<file path="config.mk">
export PLATFORM = sky130hd
export DESIGN_NAME = step_pulse_train_sequencer_top
export DESIGN_NICKNAME = d
export VERILOG_FILES = /design/src/sptseq_pkg.sv /design/src/step_pulse_train_sequencer_top.sv /design/src/sptseq_front.sv /design/src/sptseq_queue.sv /design/src/sptseq_back.sv
export VERILOG_INCLUDE_DIRS = /design/src /design/src/src
export SDC_FILE = /design/constraint.sdc
export NUM_CORES = 2
export LEC_CHECK = 0
export BUFFER_PORTS_ARGS = -buffer_cell sky130_fd_sc_hd__buf_2
export CORE_ASPECT_RATIO = 1.75
export CORE_MARGIN = 1.5
export CORE_UTILIZATION = 57
export CTS_CLUSTER_SIZE = 24
export DETAILED_ROUTE_END_ITERATION = 12
export PLACE_DENSITY = 0.73
export SLEW_MARGIN = 5
export SYNTH_ARGS = -nofsm -noshare
export SYNTH_HDL_FRONTEND = slang
export SYNTH_SLANG_ARGS = --single-unit
</file>
<file path="constraint.sdc">
create_clock -name clk -period 4.7 [get_ports clk]
set_input_delay 0.47 -clock clk [delete_from_list [all_inputs] [get_ports clk]]
set_output_delay 0.47 -clock clk [all_outputs]
set_load 0.05 [all_outputs]
</file>
<file path="src/step_pulse_train_sequencer_top_assert.svh">
// ----------------------------------------------------------------------------
// Step pulse train sequencer assertion macros
// Shared checking macros for the sequencer modules; they vanish in synthesis.
// ----------------------------------------------------------------------------
`ifndef STEP_PULSE_TRAIN_SEQUENCER_TOP_ASSERT_SVH
`define STEP_PULSE_TRAIN_SEQUENCER_TOP_ASSERT_SVH
`ifndef SYNTHESIS
`define SPTS_ASSERT(lbl, prop) \
  lbl: assert property (@(posedge clk) disable iff (rst) prop) \
    else $error("sptseq check failed");
`define SPTS_ASSERT_SAME(lbl, ante, cons) \
  lbl: assert property (@(posedge clk) disable iff (rst) (ante) |-> (cons)) \
    else $error("sptseq check failed");
`define SPTS_ASSERT_NEXT(lbl, ante, cons) \
  lbl: assert property (@(posedge clk) disable iff (rst) (ante) |=> (cons)) \
    else $error("sptseq check failed");
`else
`define SPTS_ASSERT(lbl, prop)
`define SPTS_ASSERT_SAME(lbl, ante, cons)
`define SPTS_ASSERT_NEXT(lbl, ante, cons)
`endif
`endif

</file>
<file path="src/sptseq_pkg.sv">
// ----------------------------------------------------------------------------
// Step pulse train sequencer package
// Sizes, beat types, command codes and the element address helper.
// ----------------------------------------------------------------------------
`default_nettype none

package sptseq_pkg;

  localparam int ELEMS_PER_BUFFER = 16;
  localparam int NUM_BUFFERS      = 4;
  localparam int PERIOD_BITS      = 24;
  localparam int QUEUE_DEPTH      = 4;

  localparam int ELEM_W  = $clog2(ELEMS_PER_BUFFER);
  localparam int BUF_W   = $clog2(NUM_BUFFERS);
  localparam int ADDR_W  = BUF_W + ELEM_W;
  localparam int QPTR_W  = $clog2(QUEUE_DEPTH);
  localparam int QFILL_W = $clog2(QUEUE_DEPTH + 1);

  localparam logic [1:0] FUNC_WRITE = 2'd0;
  localparam logic [1:0] FUNC_MARK  = 2'd1;
  localparam logic [1:0] FUNC_START = 2'd2;
  localparam logic [1:0] FUNC_TICK  = 2'd3;

  typedef enum logic [2:0] {
    OP_NOP,
    OP_WRITE,
    OP_MARK,
    OP_START,
    OP_TICK
  } op_t;

  typedef struct packed {
    logic [1:0]  func;
    logic [1:0]  buf_sel;
    logic [3:0]  elem_index;
    logic [15:0] step_count;
    logic [23:0] period_ticks;
    logic        rot_flag;
    logic        laser_flag;
    logic        stop_flag;
  } item_t;

  typedef struct packed {
    logic       pulse_level;
    logic       rot_pin;
    logic       laser_pin;
    logic       running;
    logic [3:0] valid_mask;
    logic       underrun;
    logic       job_done;
  } result_t;

  typedef struct packed {
    logic [15:0]            steps;
    logic [PERIOD_BITS-1:0] period;
    logic                   rot;
    logic                   laser;
    logic                   stop;
  } elem_t;

  typedef struct packed {
    op_t               op;
    logic [BUF_W-1:0]  buf_idx;
    logic [ADDR_W-1:0] addr;
    elem_t             elem;
  } cmd_t;

  function automatic logic [ADDR_W-1:0] elem_addr(input logic [BUF_W-1:0] b,
                                                  input logic [ELEM_W-1:0] e);
    elem_addr = {b, e};
  endfunction

endpackage

`default_nettype wire

</file>
<file path="src/step_pulse_train_sequencer_top.sv">
// ----------------------------------------------------------------------------
// Step pulse train sequencer
// Four buffers of line elements played out as step pulse trains, one clock
// tick per tick beat, with buffer chaining, stop and underrun handling.
// ----------------------------------------------------------------------------
//   channel  direction  handshake                 payload
//   item     in         item_valid / item_stall   item_t
//   result   out        result_valid / result_stall  result_t
//
// Every item beat gives exactly one result beat. A write, a mark, an ignored
// start or a plain tick is finished in S_IDLE; a start reads the element store
// and goes on to S_LOAD; a tick that ends a line goes to S_CHECK, then to S_LOAD
// if it loads the next element. The store's read port and the front are registered.
// Reset is synchronous; the element store is not cleared.
// A stalled result holds the back end; the queue keeps accepting until full.
`default_nettype none

module step_pulse_train_sequencer_top
  import sptseq_pkg::*;
(
  input  wire logic  clk,
  input  wire logic  rst,
  input  wire logic  item_valid,
  output logic       item_stall,
  input  wire item_t item,
  output logic       result_valid,
  input  wire logic  result_stall,
  output result_t    result
);

  logic cmd_valid;
  logic cmd_stall;
  cmd_t cmd;
  logic q_valid;
  logic q_stall;
  cmd_t q_cmd;

  sptseq_front u_front (
    .clk        (clk),
    .rst        (rst),
    .item_valid (item_valid),
    .item_stall (item_stall),
    .item       (item),
    .cmd_valid  (cmd_valid),
    .cmd_stall  (cmd_stall),
    .cmd        (cmd)
  );

  sptseq_queue u_queue (
    .clk        (clk),
    .rst        (rst),
    .push_valid (cmd_valid),
    .push_stall (cmd_stall),
    .push_data  (cmd),
    .pop_valid  (q_valid),
    .pop_stall  (q_stall),
    .pop_data   (q_cmd)
  );

  sptseq_back u_back (
    .clk          (clk),
    .rst          (rst),
    .q_valid      (q_valid),
    .q_stall      (q_stall),
    .q_cmd        (q_cmd),
    .result_valid (result_valid),
    .result_stall (result_stall),
    .result       (result)
  );

endmodule

`default_nettype wire

</file>
<file path="src/sptseq_front.sv">
// ----------------------------------------------------------------------------
// Step pulse train sequencer front end
// Accepts input beats, decodes and range-checks them into registered commands.
// ----------------------------------------------------------------------------
`default_nettype none

module sptseq_front
  import sptseq_pkg::*;
(
  input  wire logic  clk,
  input  wire logic  rst,
  input  wire logic  item_valid,
  output logic       item_stall,
  input  wire item_t item,
  output logic       cmd_valid,
  input  wire logic  cmd_stall,
  output cmd_t       cmd
);

  cmd_t cmd_dec;

  always_comb begin
    cmd_dec.buf_idx     = BUF_W'(item.buf_sel);
    cmd_dec.addr        = elem_addr(BUF_W'(item.buf_sel), ELEM_W'(item.elem_index));
    cmd_dec.elem.steps  = item.step_count;
    cmd_dec.elem.period = PERIOD_BITS'(item.period_ticks);
    cmd_dec.elem.rot    = item.rot_flag;
    cmd_dec.elem.laser  = item.laser_flag;
    cmd_dec.elem.stop   = item.stop_flag;
    case (item.func)
      FUNC_WRITE: begin
        if (int'(item.buf_sel) < NUM_BUFFERS && int'(item.elem_index) < ELEMS_PER_BUFFER) begin
          cmd_dec.op = OP_WRITE;
        end else begin
          cmd_dec.op = OP_NOP;
        end
      end
      FUNC_MARK: begin
        if (int'(item.buf_sel) < NUM_BUFFERS) begin
          cmd_dec.op = OP_MARK;
        end else begin
          cmd_dec.op = OP_NOP;
        end
      end
      FUNC_START: cmd_dec.op = OP_START;
      default:    cmd_dec.op = OP_TICK;
    endcase
  end

  assign item_stall = cmd_valid && cmd_stall;

  always_ff @(posedge clk) begin
    if (rst) begin
      cmd_valid <= 1'b0;
    end else if (!item_stall) begin
      cmd_valid <= item_valid;
    end
  end

  always_ff @(posedge clk) begin
    if (item_valid && !item_stall) begin
      cmd <= cmd_dec;
    end
  end

endmodule

`default_nettype wire

</file>
<file path="src/sptseq_queue.sv">
// ----------------------------------------------------------------------------
// Step pulse train sequencer command queue
// Small first-in first-out buffer that decouples the front and back ends.
// ----------------------------------------------------------------------------
`default_nettype none

`include "step_pulse_train_sequencer_top_assert.svh"

module sptseq_queue
  import sptseq_pkg::*;
(
  input  wire logic clk,
  input  wire logic rst,
  input  wire logic push_valid,
  output logic      push_stall,
  input  wire cmd_t push_data,
  output logic      pop_valid,
  input  wire logic pop_stall,
  output cmd_t      pop_data
);

  cmd_t               slots [QUEUE_DEPTH];
  logic [QPTR_W-1:0]  wr_ptr;
  logic [QPTR_W-1:0]  rd_ptr;
  logic [QFILL_W-1:0] fill;
  logic               push;
  logic               pop;

  assign push_stall = (fill == QFILL_W'(QUEUE_DEPTH));
  assign pop_valid  = (fill != '0);
  assign pop_data   = slots[rd_ptr];
  assign push       = push_valid && !push_stall;
  assign pop        = pop_valid && !pop_stall;

  always_ff @(posedge clk) begin
    if (rst) begin
      wr_ptr <= '0;
      rd_ptr <= '0;
      fill   <= '0;
    end else begin
      if (push) begin
        wr_ptr <= (wr_ptr == QPTR_W'(QUEUE_DEPTH - 1)) ? '0 : wr_ptr + QPTR_W'(1);
      end
      if (pop) begin
        rd_ptr <= (rd_ptr == QPTR_W'(QUEUE_DEPTH - 1)) ? '0 : rd_ptr + QPTR_W'(1);
      end
      if (push && !pop) begin
        fill <= fill + QFILL_W'(1);
      end else if (pop && !push) begin
        fill <= fill - QFILL_W'(1);
      end
    end
  end

  always_ff @(posedge clk) begin
    if (push) begin
      slots[wr_ptr] <= push_data;
    end
  end

  `SPTS_ASSERT(a_fill_range, fill <= QFILL_W'(QUEUE_DEPTH))

endmodule

`default_nettype wire

</file>
<file path="src/sptseq_back.sv">
// ----------------------------------------------------------------------------
// Step pulse train sequencer back end
// Executes commands: element store, buffer bookkeeping, countdown and pins.
// ----------------------------------------------------------------------------
`default_nettype none

`include "step_pulse_train_sequencer_top_assert.svh"

module sptseq_back
  import sptseq_pkg::*;
(
  input  wire logic clk,
  input  wire logic rst,
  input  wire logic q_valid,
  output logic      q_stall,
  input  wire cmd_t q_cmd,
  output logic      result_valid,
  input  wire logic result_stall,
  output result_t   result
);

  typedef enum logic [2:0] {
    S_IDLE  = 3'b001,
    S_CHECK = 3'b010,
    S_LOAD  = 3'b100
  } state_t;

  state_t                 state, state_next;
  logic [NUM_BUFFERS-1:0] buffer_valid, buffer_valid_next;
  logic [BUF_W-1:0]       exec_buffer, exec_buffer_next;
  logic [ELEM_W-1:0]      elem_pointer, elem_pointer_next;
  logic [15:0]            toggles_done, toggles_done_next;
  logic [15:0]            steps_now, steps_now_next;
  logic [PERIOD_BITS-1:0] period_now, period_now_next;
  logic [PERIOD_BITS-1:0] countdown, countdown_next;
  logic                   run_flag, run_flag_next;
  logic                   pin_pulse, pin_pulse_next;
  logic                   pin_rot, pin_rot_next;
  logic                   pin_laser, pin_laser_next;
  logic                   underrun_flag, underrun_flag_next;

  elem_t             store [2**ADDR_W];
  elem_t             rd_data;
  logic              rd_en;
  logic [ADDR_W-1:0] rd_addr;
  logic              wr_en;

  logic              out_free;
  logic              emit;
  logic              done;
  logic [BUF_W-1:0]  buf_succ;
  result_t           result_next;

  assign out_free = !result_valid || !result_stall;
  assign q_stall  = !((state == S_IDLE) && out_free);
  assign buf_succ = (exec_buffer == BUF_W'(NUM_BUFFERS - 1)) ? '0
                                                             : exec_buffer + BUF_W'(1);

  always_comb begin
    state_next         = state;
    buffer_valid_next  = buffer_valid;
    exec_buffer_next   = exec_buffer;
    elem_pointer_next  = elem_pointer;
    toggles_done_next  = toggles_done;
    steps_now_next     = steps_now;
    period_now_next    = period_now;
    countdown_next     = countdown;
    run_flag_next      = run_flag;
    pin_pulse_next     = pin_pulse;
    pin_rot_next       = pin_rot;
    pin_laser_next     = pin_laser;
    underrun_flag_next = underrun_flag;
    emit               = 1'b0;
    done               = 1'b0;
    rd_en              = 1'b0;
    rd_addr            = elem_addr(exec_buffer, elem_pointer);
    wr_en              = 1'b0;
    case (state)
      S_IDLE: begin
        if (q_valid && out_free) begin
          case (q_cmd.op)
            OP_WRITE: begin
              wr_en = 1'b1;
              emit  = 1'b1;
            end
            OP_MARK: begin
              buffer_valid_next[q_cmd.buf_idx] = 1'b1;
              emit = 1'b1;
            end
            OP_START: begin
              if (!run_flag && buffer_valid[exec_buffer]) begin
                rd_en      = 1'b1;
                state_next = S_LOAD;
              end else begin
                emit = 1'b1;
              end
            end
            OP_TICK: begin
              if (!run_flag) begin
                emit = 1'b1;
              end else if (countdown > PERIOD_BITS'(1)) begin
                countdown_next = countdown - PERIOD_BITS'(1);
                emit = 1'b1;
              end else if ((steps_now != '0) &&
                           ({1'b0, toggles_done} + 17'd1 < {1'b0, steps_now})) begin
                pin_pulse_next    = ~pin_pulse;
                toggles_done_next = toggles_done + 16'd1;
                countdown_next    = period_now;
                emit = 1'b1;
              end else begin
                rd_en      = 1'b1;
                state_next = S_CHECK;
              end
            end
            default: emit = 1'b1;
          endcase
        end
      end
      S_CHECK: begin
        if (out_free) begin
          if (rd_data.stop || (elem_pointer == ELEM_W'(ELEMS_PER_BUFFER - 1) &&
                               !buffer_valid[buf_succ])) begin
            // The job ends here, either on a stop element or for lack of data.
            buffer_valid_next[exec_buffer] = 1'b0;
            pin_rot_next      = 1'b0;
            pin_laser_next    = 1'b1;
            exec_buffer_next  = '0;
            elem_pointer_next = '0;
            run_flag_next     = 1'b0;
            done              = rd_data.stop;
            if (!rd_data.stop) begin
              underrun_flag_next = 1'b1;
            end
            emit       = 1'b1;
            state_next = S_IDLE;
          end else if (elem_pointer == ELEM_W'(ELEMS_PER_BUFFER - 1)) begin
            buffer_valid_next[exec_buffer] = 1'b0;
            exec_buffer_next  = buf_succ;
            elem_pointer_next = '0;
            rd_en             = 1'b1;
            rd_addr           = elem_addr(buf_succ, '0);
            state_next        = S_LOAD;
          end else begin
            elem_pointer_next = elem_pointer + ELEM_W'(1);
            rd_en             = 1'b1;
            rd_addr           = elem_addr(exec_buffer, elem_pointer + ELEM_W'(1));
            state_next        = S_LOAD;
          end
        end
      end
      S_LOAD: begin
        if (out_free) begin
          pin_rot_next      = rd_data.rot;
          pin_laser_next    = rd_data.laser;
          steps_now_next    = rd_data.steps;
          period_now_next   = rd_data.period;
          countdown_next    = rd_data.period;
          toggles_done_next = '0;
          pin_pulse_next    = 1'b1;
          run_flag_next     = 1'b1;
          emit              = 1'b1;
          state_next        = S_IDLE;
        end
      end
      default: state_next = S_IDLE;
    endcase
  end

  always_comb begin
    result_next.pulse_level = pin_pulse_next;
    result_next.rot_pin     = pin_rot_next;
    result_next.laser_pin   = pin_laser_next;
    result_next.running     = run_flag_next;
    result_next.valid_mask  = 4'(buffer_valid_next);
    result_next.underrun    = underrun_flag_next;
    result_next.job_done    = done;
  end

  always_ff @(posedge clk) begin
    if (rst) begin
      state         <= S_IDLE;
      buffer_valid  <= '0;
      exec_buffer   <= '0;
      elem_pointer  <= '0;
      toggles_done  <= '0;
      steps_now     <= '0;
      period_now    <= '0;
      countdown     <= '0;
      run_flag      <= 1'b0;
      pin_pulse     <= 1'b0;
      pin_rot       <= 1'b0;
      pin_laser     <= 1'b1;
      underrun_flag <= 1'b0;
      result_valid  <= 1'b0;
    end else begin
      state         <= state_next;
      buffer_valid  <= buffer_valid_next;
      exec_buffer   <= exec_buffer_next;
      elem_pointer  <= elem_pointer_next;
      toggles_done  <= toggles_done_next;
      steps_now     <= steps_now_next;
      period_now    <= period_now_next;
      countdown     <= countdown_next;
      run_flag      <= run_flag_next;
      pin_pulse     <= pin_pulse_next;
      pin_rot       <= pin_rot_next;
      pin_laser     <= pin_laser_next;
      underrun_flag <= underrun_flag_next;
      if (emit) begin
        result_valid <= 1'b1;
      end else if (!result_stall) begin
        result_valid <= 1'b0;
      end
    end
  end

  always_ff @(posedge clk) begin
    if (emit) begin
      result <= result_next;
    end
  end

  always_ff @(posedge clk) begin
    if (wr_en) begin
      store[q_cmd.addr] <= q_cmd.elem;
    end
    if (rd_en) begin
      rd_data <= store[rd_addr];
    end
  end

  `SPTS_ASSERT_SAME(a_run_buf_valid, run_flag, buffer_valid[exec_buffer])
  `SPTS_ASSERT_SAME(a_underrun_stops, $rose(underrun_flag), !run_flag)
  `SPTS_ASSERT_NEXT(a_read_then_use, (state == S_IDLE) && rd_en, state == S_CHECK || state == S_LOAD)

endmodule

`default_nettype wire

</file>
==> results.md <==
- Vias in the first global route: 63000
- HP Class: input pin to register
- Crit path DAT: 5.12 ns
- Setup TNS: 0 ns
- CP Data Required Time: 5.16 ns
- Final min period: 4.66 ns
- Max-cap viol count: 0
- Clk_lat worst skew: 0.85 ns
- LEAKAGE: 44.2 nW
- Final antenna-violating net count: 0
- Vias: 61800
- Synth area leaders: edfxtp_1, mux4_2, dfxtp_1
- Cell with the most instances after synthesis: edfxtp_1
- Fin. Hold Viols: 0
- DR pass1 iterations: 6
- Post-synth cell types: 53
- Worst-path maximum fanout: 22
- Final nets: 6096
- Final Max Tran Viols: 0
- Async SR Flop Fraction: 0%
- WL per Instance: 35.6 um
- Share of layout cells above drive strength 1: 27.9%
- Mapped Avg Cell Area: 21.9 um2
- CP startpoint kind: register
- Pin count of the biggest net entering global routing: 73
- #FFs+latches synth: 3174
- Flop-to-flop setup slack: 0.04 ns
- Period utilization: 99.1%
- Hold path startpoint: item[29]
- CTS tree: built
- Reg clk slew, reported paths: 0.07 ns
- Port Buffer Count: 66
- Layout area overhead: 14.1%
- Tightest Pin Transition: 1.42 ns
- Register area: 94200 um2
- Post-synth net total: 5562
- Num CTS Buffers: 271
- Row count: 222
- Primary FF master, synth: edfxtp_1
- Commonest cells in the netlist: edfxtp_1, mux4_2, clkbuf_1
- Post-synth top area cell: edfxtp_1
- Outcome: finished clean
- Crit path kind: register to register
- FMAX: 215 MHz
- Clk root buf: clkbuf_16
- Dpl hpwl: 190000 um
- Final setup fails: 0
- Top-area cell type share of the netlist area: 76.7%
- Clock Sinks: 3174
- I/O pin count: 67
- Global-route wire length before repair: 452000 um
- Total power draw: 62.6 mW
- Deepest clock path buffer count: 4
- Crit end category: register
- Die extent in y: 610 um
- Pwr/cell area: 456 nW/um2
- RePlAce Congestion: 0.899
- Footprint of the multi-input gates: 25100 um2
- Initial Utilization: 57.4%
- Hold Path End: u_front.cmd[29]
- Worst reg2reg endpoint: u_back.rd_data[0]
- Synth Instances: 5474
- Final wirelength: 321000 um
- R2r worst-path depth: 13
- Die area: 213000 um2
- EDFF count, synth: 3065
- DRT iter0 DRCs: 8878
- Fillers: 13000
- Avg Vias per Cell: 6.85
- Clock skew: 0.0560 ns
- Peak VDD IR: 0.563 mV
- YS warnings: 0
- R2r startpoint: u_back.exec_buffer[0]
- Antenna violations before repair: 11
- Mapped Area: 120000 um2
- Post-route DRC: 0
- Total core area: 209000 um2
- Total GRT Usage: 30.2%
- Seq/Total Area, Yosys: 78.5%
- Rel. slew slack: 5.57%
- Die width: 350 um
- Gr ovfl total: 0
- H-tree Lvls: 5
- Hold path cells: 2
==> layout by cell type (no fill, tap or decap), drive strengths merged, types with 16 or more instances in the layout <==
| master | synthesis | layout |
|---|---|---|
| nor2 | 200 | 200 |
| dfxtp | 109 | 109 |
| a22oi | 172 | 172 |
| clkinv | 0 | 100 |
| nand2 | 125 | 125 |
| nor3 | 19 | 19 |
| dlygate4sd3 | 0 | 55 |
| o21ai | 32 | 32 |
| and2 | 16 | 16 |
| a21oi | 177 | 177 |
| o221ai | 42 | 42 |
| a22o | 91 | 91 |
| nand3 | 34 | 34 |
| buf | 99 | 512 |
| ha | 32 | 32 |
| inv | 26 | 38 |
| edfxtp | 3065 | 3065 |
| mux4 | 742 | 742 |
| clkbuf | 208 | 340 |
| a211oi | 28 | 28 |
| bufinv | 0 | 17 |
| a221oi | 84 | 84 |
| xnor2 | 22 | 22 |
==> timing repair <==
action	4_1_cts	5_1_grt
setup endpoints to repair	1	4
hold endpoints to repair	55	0
gates resized for setup	2	5
hold buffers	55	0
pin swaps	1	0
setup buffers	2	0
gates cloned	0	1
==> final cells by class <==
cell class	count	area share [%]
Clock inverter	137	0.839
Tap cell	2800	2.56
Multi-Input combinational cell	1967	18.3
Clock buffer	339	5.38
Sequential cell	3174	68.8
Inverter	26	0.0712
Antenna cell	2	0.00365
Timing Repair Buffer	568	4.04
==> worst max path at each step <==
stage | startpoint | to | slack [ns] | cells after the start
finish | u_back.exec_buffer[0] | u_back.rd_data[0] | 0.04 | 13
CTS | u_back.exec_buffer[0] | u_back.rd_data[8] | 0.05 | 12
global placement | u_back.exec_buffer[0] | u_back.rd_data[0] | -0.08 | 11
floorplan | register | u_back.store[0][0] | 0.19 | 6
detailed placement | u_back.exec_buffer[0] | u_back.rd_data[0] | -0.10 | 11
global route | u_back.exec_buffer[0] | u_back.rd_data[9] | -0.002 | 11
==> layer usage <==
metal | vias up | GRT usage (%) | wire (um)
met4 | 6 | 14.3 | 17400
met2 | 4060 | 52.0 | 167000
met5 | - | 0 | 38
li1 | 24200 | - | -
met3 | 859 | 5.16 | 30300
met1 | 32600 | 37.2 | 106000
==> flip-flops by register name (all words and copies together), names as in the netlist, 2 cells and up, named ones only <==
| signal | cells |
|---|---|
| u_back.store | 2752 |
| u_back.toggles_done | 16 |
| u_back.period_now | 24 |
| u_back.steps_now | 16 |
| u_back.result | 10 |
| u_queue.wr_ptr | 2 |
| u_back.buffer_valid | 4 |
| u_back.countdown | 24 |
| u_back.exec_buffer | 2 |
| u_queue.fill | 3 |
| u_back.state | 3 |
| u_front.cmd | 52 |
| u_queue.slots | 208 |
| u_queue.rd_ptr | 2 |
| u_back.elem_pointer | 4 |
| u_back.rd_data | 43 |
==> worst max-delay path: stages (launching register included) <==
cell and delay, ns:
dfxtp_1 0.40, ha_1 0.26, nor2_1 0.25, mux4_2 0.57
o21a_1 0.30, mux2i_4 0.28, buf_12 0.23, buf_12 0.23
buf_4 0.28, mux4_2 0.34, a22oi_1 0.25, a21oi_1 0.29
nor2_2 0.25, o221ai_2 0.29
==> stage by stage <==
step	cell area, um2	cells	setup slack, ns	hold slack (ns)	utilization, %
3_3_place_gp	128000	8477	-0.0760	0.442	61.1
4_1_cts	137000	9010	0.0494	0.284	65.5
5_1_grt	137000	9012	-0.00153	0.314	65.5
3_5_place_dp	128000	8477	-0.104	0.450	61.1
2_1_floorplan	120000	5474	0.190	0.436	-
6_report	137000	9013	0.0402	0.328	65.5
==> logic make-up after synthesis <==
| group | count (synthesis) | synth area share (%) |
|---|---|---|
| compound gates | 671 | 4.00 |
| mux | 756 | 14.0 |
| xor+xnor | 37 | 0.270 |
| fa+ha+maj | 33 | 0.350 |
| buf+inv | 333 | 1.10 |
| simple gates | 470 | 1.76 |
| flops | 3174 | 78.5 |
==> power by group <==
part	internal (mW)	switching, mW
clock	12.1	9.92
combinational	0.817	4.91
sequential	34.6	0.230
(Power assumes the default switching activity.)
